===== config.mk =====
export PLATFORM = sky130hd
export DESIGN_NAME = cht_ctrl
export DESIGN_NICKNAME = d
export VERILOG_FILES = /design/src/design/cht_pkg.sv /design/src/design/cht_ctrl.sv
export SDC_FILE = /design/constraint.sdc
export NUM_CORES = 1
export LEC_CHECK = 0
export BUFFER_PORTS_ARGS = -buffer_cell sky130_fd_sc_hd__buf_4
export CORE_AREA = 8 8 45 47
export DETAILED_ROUTE_END_ITERATION = 6
export DIE_AREA = 0 0 53 55
export PLACE_DENSITY = 0.9
export SYNTH_ARGS = -nofsm -noshare
export SYNTH_HDL_FRONTEND = slang
export SYNTH_SLANG_ARGS = --single-unit

===== constraint.sdc =====
create_clock -name clk -period 2.3 [get_ports clk]
set_input_delay 0 -clock clk [delete_from_list [all_inputs] [get_ports clk]]
set_output_delay 0 -clock clk [all_outputs]
set_load 0.01 [all_outputs]

===== src/design/cht_pkg.sv =====
// ---------------------------------------------------------------------------
// cht_pkg
// Types, constants and helpers shared by the hash table engine modules.
// ---------------------------------------------------------------------------
package cht_pkg;

	localparam int Buckets = 157;
	localparam int Pool = 128;
	localparam int SlotW = $clog2(Pool);
	localparam int PtrW = SlotW + 1;
	localparam int BktW = $clog2(Buckets);
	localparam int CntW = 8;
	localparam int ModSteps = 3;

	// Weights of the upper key bytes modulo the bucket count.
	localparam int Fold8 = 256 % Buckets;
	localparam int Fold16 = 65536 % Buckets;
	localparam int Fold24 = (1 << 24) % Buckets;
	// Reciprocal of the bucket count, exact for folded values below 2**16.
	localparam int RecipShift = 24;
	localparam int RecipMagic = (1 << RecipShift) / Buckets + 1;

	typedef logic [PtrW-1:0] ptr_t;
	typedef logic [SlotW-1:0] slot_t;
	typedef logic [BktW-1:0] bkt_t;

	localparam ptr_t Nil = ptr_t'(Pool);

	typedef enum logic [1:0] {
		ACT_ADD = 2'd0,
		ACT_REMOVE = 2'd1,
		ACT_LOOKUP = 2'd2,
		ACT_CLEAR = 2'd3
	} act_t;

	typedef enum logic [4:0] {
		ST_IDLE,
		ST_MOD,
		ST_CLR,
		ST_BKT_RD,
		ST_BKT_WAIT,
		ST_DISPATCH,
		ST_ADD_POP,
		ST_ADD_WAIT,
		ST_ADD_WR,
		ST_WALK_RD,
		ST_WALK_WAIT,
		ST_WALK_CHK,
		ST_RESULT
	} state_t;

	// Commands from the controller to the datapath.
	typedef struct packed {
		logic load;
		logic mod_step;
		logic clr_step;
		logic clr_done_init;
		logic bkt_rd;
		logic pop_rd;
		logic add_write;
		logic walk_start;
		logic slot_rd;
		logic walk_adv;
		logic unlink;
		logic lookup_hit;
		logic emit;
		logic set_err;
	} cmd_t;

	// Status back from the datapath.
	typedef struct packed {
		logic mod_done;
		logic clr_last;
		logic bad_key;
		logic zero_val;
		logic pool_full;
		logic cur_nil;
		logic key_eq;
		logic val_eq;
		logic walk_over;
	} stat_t;

endpackage


===== src/design/cht_ctrl.sv =====
// ---------------------------------------------------------------------------
// cht_ctrl
// Sequencer for add, remove, lookup and clear.
// ---------------------------------------------------------------------------
module cht_ctrl (
	input logic clk,
	input logic arst_n,
	input logic start,
	input cht_pkg::act_t act,
	input cht_pkg::stat_t st,
	output logic busy,
	output cht_pkg::cmd_t cmd
);

	cht_pkg::state_t state_q, state_d;
	cht_pkg::act_t act_q;

	always_ff @(posedge clk or negedge arst_n) begin
		if (!arst_n) begin
			state_q <= cht_pkg::ST_IDLE;
			act_q <= cht_pkg::ACT_ADD;
		end else begin
			state_q <= state_d;
			if (start && !busy) act_q <= act;
		end
	end

	always_comb begin
		state_d = state_q;
		cmd = '0;
		busy = 1'b1;
		case (state_q)
			cht_pkg::ST_IDLE: begin
				busy = 1'b0;
				if (start) begin
					cmd.load = 1'b1;
					if (act == cht_pkg::ACT_CLEAR) begin
						cmd.clr_done_init = 1'b1;
						state_d = cht_pkg::ST_CLR;
					end else begin
						state_d = cht_pkg::ST_MOD;
					end
				end
			end
			cht_pkg::ST_MOD: begin
				cmd.mod_step = 1'b1;
				if (st.mod_done) state_d = cht_pkg::ST_BKT_RD;
			end
			cht_pkg::ST_CLR: begin
				cmd.clr_step = 1'b1;
				if (st.clr_last) state_d = cht_pkg::ST_RESULT;
			end
			cht_pkg::ST_BKT_RD: begin
				cmd.bkt_rd = 1'b1;
				state_d = cht_pkg::ST_BKT_WAIT;
			end
			cht_pkg::ST_BKT_WAIT: state_d = cht_pkg::ST_DISPATCH;
			cht_pkg::ST_DISPATCH: begin
				if (st.bad_key || (act_q != cht_pkg::ACT_LOOKUP && st.zero_val)) begin
					cmd.set_err = 1'b1;
					state_d = cht_pkg::ST_RESULT;
				end else if (act_q == cht_pkg::ACT_ADD) begin
					if (st.pool_full) begin
						cmd.set_err = 1'b1;
						state_d = cht_pkg::ST_RESULT;
					end else begin
						cmd.pop_rd = 1'b1;
						state_d = cht_pkg::ST_ADD_WAIT;
					end
				end else begin
					cmd.walk_start = 1'b1;
					state_d = cht_pkg::ST_WALK_RD;
				end
			end
			cht_pkg::ST_ADD_POP: state_d = cht_pkg::ST_ADD_WAIT;
			cht_pkg::ST_ADD_WAIT: state_d = cht_pkg::ST_ADD_WR;
			cht_pkg::ST_ADD_WR: begin
				cmd.add_write = 1'b1;
				state_d = cht_pkg::ST_RESULT;
			end
			cht_pkg::ST_WALK_RD: begin
				if (st.cur_nil || st.walk_over) begin
					cmd.set_err = 1'b1;
					state_d = cht_pkg::ST_RESULT;
				end else begin
					cmd.slot_rd = 1'b1;
					state_d = cht_pkg::ST_WALK_WAIT;
				end
			end
			cht_pkg::ST_WALK_WAIT: state_d = cht_pkg::ST_WALK_CHK;
			cht_pkg::ST_WALK_CHK: begin
				if (act_q == cht_pkg::ACT_LOOKUP && st.key_eq) begin
					cmd.lookup_hit = 1'b1;
					state_d = cht_pkg::ST_RESULT;
				end else if (act_q == cht_pkg::ACT_REMOVE && st.key_eq && st.val_eq) begin
					cmd.unlink = 1'b1;
					state_d = cht_pkg::ST_RESULT;
				end else begin
					cmd.walk_adv = 1'b1;
					state_d = cht_pkg::ST_WALK_RD;
				end
			end
			cht_pkg::ST_RESULT: begin
				cmd.emit = 1'b1;
				state_d = cht_pkg::ST_IDLE;
			end
			default: state_d = cht_pkg::ST_IDLE;
		endcase
	end

endmodule


**Word level (Yosys, flattened, before mapping)**

Cells that the tools add are included.

- Flip-flop bits (word level): 7
- Logic and storage cells: 72

- Equal/unequal tests: 19
- Mux-type cells: 41
- Reductions and logical operators: 10

Operators by type and width:

| kind | number |
|---|---|
| one-hot mux 5 bit (12 select lines) | 1 |
| two-way mux 1 bit | 27 |
| equality test 5 x 4 -> 1 bit, second input constant | 5 |
| two-way mux 5 bit | 5 |
| equality test 5 x 3 -> 1 bit, second input constant | 4 |
| equality test 5 x 2 -> 1 bit, second input constant | 2 |
| two-way mux 3 bit | 3 |
| two-way mux 4 bit | 2 |
| != test 2 bit, second input constant | 4 |
| equality test 5 x 1 -> 1 bit, second input constant | 1 |
| logical AND 1 bit | 5 |
| logical NOT 5 bit | 1 |
| equality test 2 bit, second input constant | 2 |
| two-way mux 2 bit | 2 |
| AND reduction 3 bit | 1 |
| equality test 2 x 1 -> 1 bit, second input constant | 1 |
| logical NOT 2 bit | 1 |
| logical OR 1 bit | 2 |
| one-hot mux 1 bit (2 select lines) | 1 |

**Logic depth before layout (Yosys ltp)**

Gate-level depths: netlist (run 1).

- Depth after elaboration: 6
- Gate-level depth with buffers: 5
- Depth with buffers taken out: 4

**Worst setup path before layout (run 1)**

OpenSTA, ideal clock, no wires.

- Kind: register -> register
- Start point: register act_q[0]
- End point: register state_q[1]
- Arrival time: 1.511 ns
- Data required time: 2.223 ns
- Slack: 0.711 ns
- Stages on the path, launching flop included: 5
- Period minus slack after synthesis: 1.589 ns
- Cells stage by stage: dfrtp_1 -> or2_1 -> or4_4 -> a221o_1 -> a21oi_1

- Word-level cells in the longest chain between the ends: 5

Ends and longest elaborated chain:

| item | line | RTL |
|---|---|---|
| from (decl) | cht_ctrl.sv:16 | `cht_pkg::act_t act_q;` |
| from (signal assigned) | cht_ctrl.sv:21 | `act_q <= cht_pkg::ACT_ADD;` |
| from (signal assigned) | cht_ctrl.sv:24 | `if (start && !busy) act_q <= act;` |
| != test 2 bit | cht_ctrl.sv:59 | `if (st.bad_key \|\| (act_q != cht_pkg::ACT_LOOKUP && st.zero_val)) begin` |
| logical AND 1 bit | cht_ctrl.sv:59 |  |
| logical OR 1 bit | cht_ctrl.sv:59 |  |
| two-way mux 5 bit | cht_ctrl.sv:59 |  |
| one-hot mux 5 bit (12 select lines) (*) | cht_ctrl.sv:32 | `case (state_q)` |
| to (signal assigned) | cht_ctrl.sv:20 | `state_q <= cht_pkg::ST_IDLE;` |
| to (signal assigned) | cht_ctrl.sv:23 | `state_q <= state_d;` |
| to (decl) | cht_ctrl.sv:15 | `cht_pkg::state_t state_q, state_d;` |

Every way passes the cells marked *; elsewhere a longest branch is shown, timed or not.
A chain may end at the register's enable or synchronous reset.

==> results of run 1 <==
-- sequential cells by signal (all words and copies together), names as in the netlist --
name,cells
state_q,4
act_q,2
-- through the flow --
stage	utilization	power, mW	instance area (µm²)	std cells
2_1_floorplan	-	0.6550	606.8	83
3_3_place_gp	0.5931	0.8163	820.8	123
3_5_place_dp	0.5931	0.8336	820.8	123
4_1_cts	0.6166	0.9360	853.3	127
5_1_grt	0.6166	1.023	853.3	127
6_report	0.6166	0.9366	853.3	127
-- logic make-up after synthesis --
kind of cell / Yosys count / synth area share
AOI/OAI and AO/OA: 23 / 0.2598
buffers and inverters: 7 / 0.04535
DFF: 6 / 0.2474
muxes: 4 / 0.07216
and+or+nand+nor: 43 / 0.3753
-- power by group through the flow --
| stage | clock [mW] | sequential, mW | combinational [mW] |
|---|---|---|---|
| after floorplan | 0 | 0.192 | 0.463 |
| after global placement | 0 | 0.265 | 0.552 |
| after detailed placement | 0 | 0.271 | 0.563 |
| after CTS | 0.0997 | 0.270 | 0.566 |
| after global routing | 0.103 | 0.289 | 0.631 |
| final | 0.0954 | 0.275 | 0.567 |
-- layer usage --
layer	global-route usage	vias up	wire length, µm
met1	0.1528	344	791
met2	0.2168	19	941
met5	0	-	0
li1	-	362	-
met4	0.04741	0	6
met3	0.04011	2	103
-- synthesized netlist by cell type, types with 2 or more instances --
master	count
sky130_fd_sc_hd__nand3b_1	2
sky130_fd_sc_hd__nor2_1	10
sky130_fd_sc_hd__a21oi_1	8
sky130_fd_sc_hd__o21ai_0	3
sky130_fd_sc_hd__clkbuf_1	3
sky130_fd_sc_hd__or2_2	2
sky130_fd_sc_hd__nand2b_1	7
sky130_fd_sc_hd__or2_1	2
sky130_fd_sc_hd__o211ai_1	2
sky130_fd_sc_hd__mux2_2	3
sky130_fd_sc_hd__nand3_1	2
sky130_fd_sc_hd__inv_1	3
sky130_fd_sc_hd__nand2_1	5
sky130_fd_sc_hd__nor2b_1	3
sky130_fd_sc_hd__dfrtp_1	6
sky130_fd_sc_hd__nor3_1	7
-- layout by cell type (no fill, tap or decap), types with 2 or more instances in the layout --
master / netlist / final
sky130_fd_sc_hd__or2_2: 2 / 2
sky130_fd_sc_hd__nor2b_1: 3 / 3
sky130_fd_sc_hd__clkbuf_4: 0 / 3
sky130_fd_sc_hd__nand3_1: 2 / 2
sky130_fd_sc_hd__or2_1: 2 / 2
sky130_fd_sc_hd__nand3b_1: 2 / 2
sky130_fd_sc_hd__a21oi_1: 8 / 8
sky130_fd_sc_hd__nor3_1: 7 / 7
sky130_fd_sc_hd__nor2_1: 10 / 10
sky130_fd_sc_hd__buf_4: 0 / 28
sky130_fd_sc_hd__o21ai_0: 3 / 3
sky130_fd_sc_hd__o211ai_1: 2 / 2
sky130_fd_sc_hd__nand2b_1: 7 / 7
sky130_fd_sc_hd__nand2_1: 5 / 5
sky130_fd_sc_hd__mux2_2: 3 / 3
sky130_fd_sc_hd__inv_1: 3 / 3
sky130_fd_sc_hd__dfrtp_1: 6 / 6
-- area by class of cell --
class / instances / area (µm²)
timing repair buffer: 29 / 220.2
inverter: 3 / 11.26
fill: 129 / 530.5
clock buffer: 3 / 22.52
sequential: 6 / 150.1
multi-input combinational: 70 / 429.2
tap: 16 / 20.02
-- critical path: cells and delay by family (launching register included) --
kind,cells,cell delay [ns]
and+or+nand+nor,2,0.74
DFF,1,0.53
buffers and inverters,1,0.21
-- final timing paths --
path / to / cells past startpoint
max: cmd[5] / 3
min: act_q[0] / 2
max reg2reg: state_q[1] / 4
min reg2reg: act_q[1] / 1
max in group asynchronous: state_q[0] / 2
min in group asynchronous: state_q[1] / 2
==> impl_summary.md, run 1 <==
Synthesis
Synthesis produced a netlist whose cell count is 83. The synthesized design spends more area on one cell type than any other, namely sky130_fd_sc_hd__dfrtp_1. The share of synthesized area in the top cell type comes to 0.2474. For this run, the register share of the synthesized area comes to 0.2474. The synthesized netlist net count is 97.

In the post-synthesis netlist, the biggest area contributors are sky130_fd_sc_hd__dfrtp_1, sky130_fd_sc_hd__nand2b_1, sky130_fd_sc_hd__a21oi_1. The most used flip-flop cell after synthesis is sky130_fd_sc_hd__dfrtp_1. The post-synthesis cell type count is 31. The number of enable flip-flop cells after synthesis is 0.

For this run, the number of Yosys warnings is 0. In this run the mean area of a mapped cell was 7.311 µm². Synthesis inferred 6 register bits. For this run, asynchronously set or reset flops after synthesis account for 1.000. The synthesized netlist occupies a cell area of 606.8 µm².

Finish
The fraction of layout cells with a size suffix above 1 is 0.3423. The number of nets in the finished design is 127. 0 antenna diodes ended up in the layout.

Compared with the post-synthesis result, the final layout area differs by 40.62%.

Hold path
The class of the tightest hold or removal check is input pin to flop. The start point of the worst min-delay path is act[0].

Global routing
The first global-routing pass estimated 2932 µm of wire. The via count of the first global-routing pass came to 677. After global routing the overflow that remains totals 0. The initial antenna violation count is 0.

The largest net degree at the start of global routing is 16. The overall global routing resource usage is 0.1297.

Power
The combinational cell fraction of total power is 0.605. The internal power is 0.4956 mW. Summed over all cells, the static leakage comes to 0.3816 nW.

Of the total power, registers draw 0.293. The share of total power consumed by net switching is 0.4708. Power spread over the standard cell area amounts to 1098 nW/µm². For this design the total switching power over the nets is 0.4410 mW. The share of total power dissipated in the clock network is 0.102. The worst IR drop on VDD is 649.5 µV.

Timing
The transition time at the pin with the least slew margin is 0.4727 ns. The share of the cycle needed by the critical path after routing is 0.7468. The final hold slack is 0.01877 ns. The minimum clock period is 1.718 ns. The post-route worst setup slack is 0.5823 ns. Setup repair after global routing left no endpoint under its margin. The number of max-slew violations in the final report was 0. The worst clock skew is 0.001295 ns. The count of endpoints failing hold in the final timing report came to 0. The number of failing setup endpoints in the final timing report is 0.

The post-route setup TNS is 0 ns. In this run the tightest slew margin relative to its limit is 0.6820. Derived from the worst setup path, the maximum achievable clock frequency is 582.2 MHz.

Clocking
The latest clock arrival within the worst-skew pair is 0.24 ns. The hold buffer count at CTS is 1. CTS built an H-tree with a depth of 1. The clock slew at the register clock pins of the worst setup and hold paths is 0.05 ns. The clock tree root buffer cell is sky130_fd_sc_hd__clkbuf_4. CTS saw 6 sinks. The number of gates given a new drive strength after cts is 0. Counting the buffers created by CTS gives 3. Counting along the longest clock path gives a buffer depth of 2.

TritonCTS built the clock tree. Buffers added to address setup during post-CTS repair amount to 0.

Floorplanning
The number of top-level design ports is 29. The area enclosed by the die boundary is 2915 µm². After floorplanning, the core was divided into 14 placement rows. The chip width is 53 µm.

The total area inside the core boundary comes to 1384 µm². For this configuration, the core starts out at a cell density of 0.4385. The die boundary height is 55 µm.

Drt
The first detailed-routing pass ran for 4 iterations. The average detailed-routed wire length per instance is 14.50 µm. The final wirelength is 1842 µm. The count of nets left with antenna violations once routing finished came out at 0.

The starting DRC count in detailed routing is 24. Summing over every cut layer, the via total after detailed routing is 727. The detail-routed via count per cell is 5.724. In the routed design, unresolved DRC markers number 0.

Placed design
The post-placement worst setup slack is 0.6468 ns. The number of input and output port buffers inserted is 28. Routability-driven placement finished with a final weighted congestion of 0.8725. The wire-length estimate of the detail-placed layout is 1463 µm.

Worst setup path
The critical path is of the flop to output pin type. The delay of the slowest cell on the worst path is 0.53 ns. The peak fanout along the critical path is 15. STA classifies the critical path startpoint as a flop. The startpoint of the worst-slack reg-to-reg timing path is act_q[0]. Walking the worst path, the cells encountered are nand2b_1 > nor4_1 > buf_4. Setup slack on the worst reg-to-reg path comes out at 0.64 ns. The highest-delay cell along the critical path is sky130_fd_sc_hd__dfrtp_1. The worst setup path is captured at an output pin. At the worst endpoint, the required time is 2.30 ns. In this run the worst setup path begins at state_q[1]. STA puts the critical path data arrival time at 1.72 ns.

Outcome
The flow ran to the end, and the final reports show no timing, DRC or antenna violations.

Flow run
The number of max-cap violations is 0.
Note: power is estimated with default switching activity, not from simulation.
==> inputs of run 2 (changes only) <==
--- a/config.mk
+++ b/config.mk
@@ -6,10 +6,10 @@
 export NUM_CORES = 1
 export LEC_CHECK = 0
 export BUFFER_PORTS_ARGS = -buffer_cell sky130_fd_sc_hd__buf_4
-export CORE_AREA = 8 8 45 47
+export CORE_MARGIN = 8
+export CORE_UTILIZATION = 40
 export DETAILED_ROUTE_END_ITERATION = 6
-export DIE_AREA = 0 0 53 55
-export PLACE_DENSITY = 0.9
+export PLACE_DENSITY = 0.84
 export SYNTH_ARGS = -nofsm -noshare
 export SYNTH_HDL_FRONTEND = slang
 export SYNTH_SLANG_ARGS = --single-unit
==> constraint.sdc (replaced) <==
create_clock -name clk -period 1.5 [get_ports clk]
set_input_delay 0 -clock clk [delete_from_list [all_inputs] [get_ports clk]]
set_output_delay 0 -clock clk [all_outputs]
set_load 0.01 [all_outputs]
==> impl_summary.md, run 2 (synthesis gave the netlist of run 1 again) <==
Timing
After layout, the minimum clock period comes to 1.660 ns. In the finished design, the share of the clock period the worst path needs comes to 1.107. The post-route worst setup slack is -0.1602 ns. The count of endpoints failing hold in the final timing report is 0. The number of max-slew violations in the final report is 0. The post-route setup TNS is -0.3000 ns. The number of failing setup endpoints in the final timing report is 2. Static timing analysis puts the maximum clock frequency at 602.3 MHz. Setup repair after global routing could not meet its margin everywhere. The worst clock skew is 0.0005022 ns. The worst pin sits at a relative slew slack of 0.7937. The transition time at the pin with the least slew margin is 0.3069 ns.

Hold is met by 0.01824 ns.

Clocking
The level count of the clock H-tree is 1. The maximum number of buffers from clock root to sink is 2. The clock net sink count is 6. Clock tree synthesis selected as its root buffer the cell sky130_fd_sc_hd__clkbuf_4. The latest clock arrival within the worst-skew pair is 0.24 ns.

The clock slew at the register clock pins of the worst setup and hold paths is 0.04 ns. The TritonCTS clock tree is done. The number of clock buffers added by TritonCTS is 3.

Worst setup path
The critical path buffer and inverter count is 2. The worst path arrival time is 1.66 ns. Counting buffers and inverters, the worst setup path is 5 cells deep. The worst setup path is launched from a flop. Along the worst path, the maximum fanout reaches 2. The highest-delay cell along the critical path is sky130_fd_sc_hd__or4_4. The setup check on the worst reg-to-reg path leaves a slack of -0.14 ns. For this run, the slowest stage of the critical path takes 0.44 ns. The most numerous cell on the critical path is sky130_fd_sc_hd__buf_6. The startpoint of the worst-slack reg-to-reg timing path is act_q[0]. The critical path is of the flop to output pin type. In this run the critical register-to-register path is captured at state_q[1]. The critical path data required time is 1.50 ns.

The worst setup path is captured at an output pin. The path depth of the worst reg2reg path is 4. Broken down by cell family, the worst path's largest delay share belongs to simple AND/OR/NAND/NOR gates.

The critical path goes through or2_1 > or4_4 > buf_6 > nor3_4 > buf_6.

Placed design
The last weighted congestion value of the routability-driven placer is 0.8911. The post-DP HPWL is 1686 µm. Timing analysis after detailed placement gives a worst setup slack of -0.05374 ns. The number of input and output port buffers inserted is 28.

Drt
The average detailed-routed wire length per instance is 17.38 µm. The post-detailed-route count of antenna-violating nets is 0. After detailed routing, the number of vias per cell comes to 5.971. Wires add up to 2416 µm. The detailed router finished its first iteration with 37 violations. For this run, the detailed router's first-pass iteration total came to 4. Summing over every cut layer, the via total after detailed routing is 830. The post-detailed-route DRC marker count is 0.

Flow run
The number of max-cap violations is 0.

Global routing
The first global-routing pass estimated 3553 µm of wire. After global routing the overflow that remains totals 0. The via count of the first global-routing pass is 789. The largest net degree at the start of global routing is 14.

For this run, the total global-route usage over all layers was measured as 0.1587. The initial antenna violation count is 0.

Finish
The number of antenna diodes in the final layout is 0. The number of nets in the finished design is 139. Of the cells placed in the final design, the portion with a size suffix greater than 1 is 0.5041. The area taken by multi-input logic gates is 488.0 µm². The number of fill cells in the layout is 116.

The most frequent standard cell in the layout excluding fill and tap cells is sky130_fd_sc_hd__buf_4. The top cell types in the final layout, fill and taps aside, are sky130_fd_sc_hd__buf_4, sky130_fd_sc_hd__nor2_1, sky130_fd_sc_hd__a21oi_1, sky130_fd_sc_hd__nand2b_1, sky130_fd_sc_hd__nor3_1. The flip-flop count of the largest register, all copies and words added is 4. The largest registers in the layout are state_q (4), act_q (2). The post-layout utilization of the core is 0.6981. More flip-flops sit in one register than any other, and that register is state_q. The area taken by flip-flops and latches is 155.1 µm². The relative area change from synthesis to final layout is 69.28%.

Floorplanning
The die boundary height is 54.95 µm. The die covers 3020 µm². After floorplanning, the core was sized to cover 1471 µm². The number of placement rows is 14. The effective utilization at floorplan is 0.4124. The number of top-level design ports is 29. From left edge to right edge, the die measures 54.95 µm.

Hold path
The path class of the tightest hold or removal check is input pin to flop. The worst hold path cell count is 2. The start point of the worst min-delay path is act[0]. The path with the worst hold slack has its endpoint at act_q[0].

Power
Dividing total power by cell area gives a power density of 1828 nW/µm². The worst-case IR drop observed on VDD is 1007 µV. The leakage power summed over all cells is 0.4628 nW.

Outcome
The final reports fail on setup timing. The flow ran to the end, but the final reports show violations.
==> run 2: what timing repair did <==
action | 4_1_cts | 5_1_grt
endpoints found under the setup margin | 3 | 15
pin swaps | 0 | 2
hold buffers | 1 | 0
setup buffers | 0 | 2
resized for setup | 5 | 14
hold endpoints to repair | 6 | 0
==> run 2: area by class of cell <==
class,instances,area share
timing repair buffer,41,0.3216
clock buffer,3,0.02192
multi-input combinational,70,0.4750
sequential,6,0.1510
inverter,3,0.01096
tap,16,0.01949
==> run 2: report_power, final <==
group / internal, mW / total (mW) / switching, mW
Clock: 0.0901 / 0.142 / 0.0524
Combinational: 0.684 / 1.36 / 0.674
Sequential: 0.250 / 0.377 / 0.127
Total: 1.02 / 1.88 / 0.853
==> run 2: worst reg2reg max path: cells and delay by family (launching register included) <==
kind,cells,cell delay (ns)
flops,1,0.36
simple gates,2,0.68
compound gates,2,0.52
==> run 2: how the worst max path moves through the flow <==
stage | startpoint | end | slack (ns)
6_report | act_q[0] | cmd[8] | -0.16
5_1_grt | act_q[0] | cmd[8] | -0.22
4_1_cts | act_q[0] | cmd[8] | -0.17
3_5_place_dp | act_q[0] | state_q[1] | -0.05
3_3_place_gp | act_q[0] | state_q[1] | -0.002
2_1_floorplan | act_q[0] | state_q[1] | -0.06
==> run 2: stage by stage <==
step | std cells | instance area [µm²] | total power, mW
after floorplan | 83 | 606.8 | 1.004
after global placement | 133 | 895.9 | 1.441
after detailed placement | 133 | 895.9 | 1.473
after CTS | 137 | 953.4 | 1.656
after global routing | 139 | 1027 | 2.014
final | 139 | 1027 | 1.878
==> run 2: metal layers <==
metal  global-route usage  share of wire
met5                    0              0
met4              0.07600          0.031
met3              0.03209          0.087
met2               0.2774           0.52
met1               0.1801           0.36
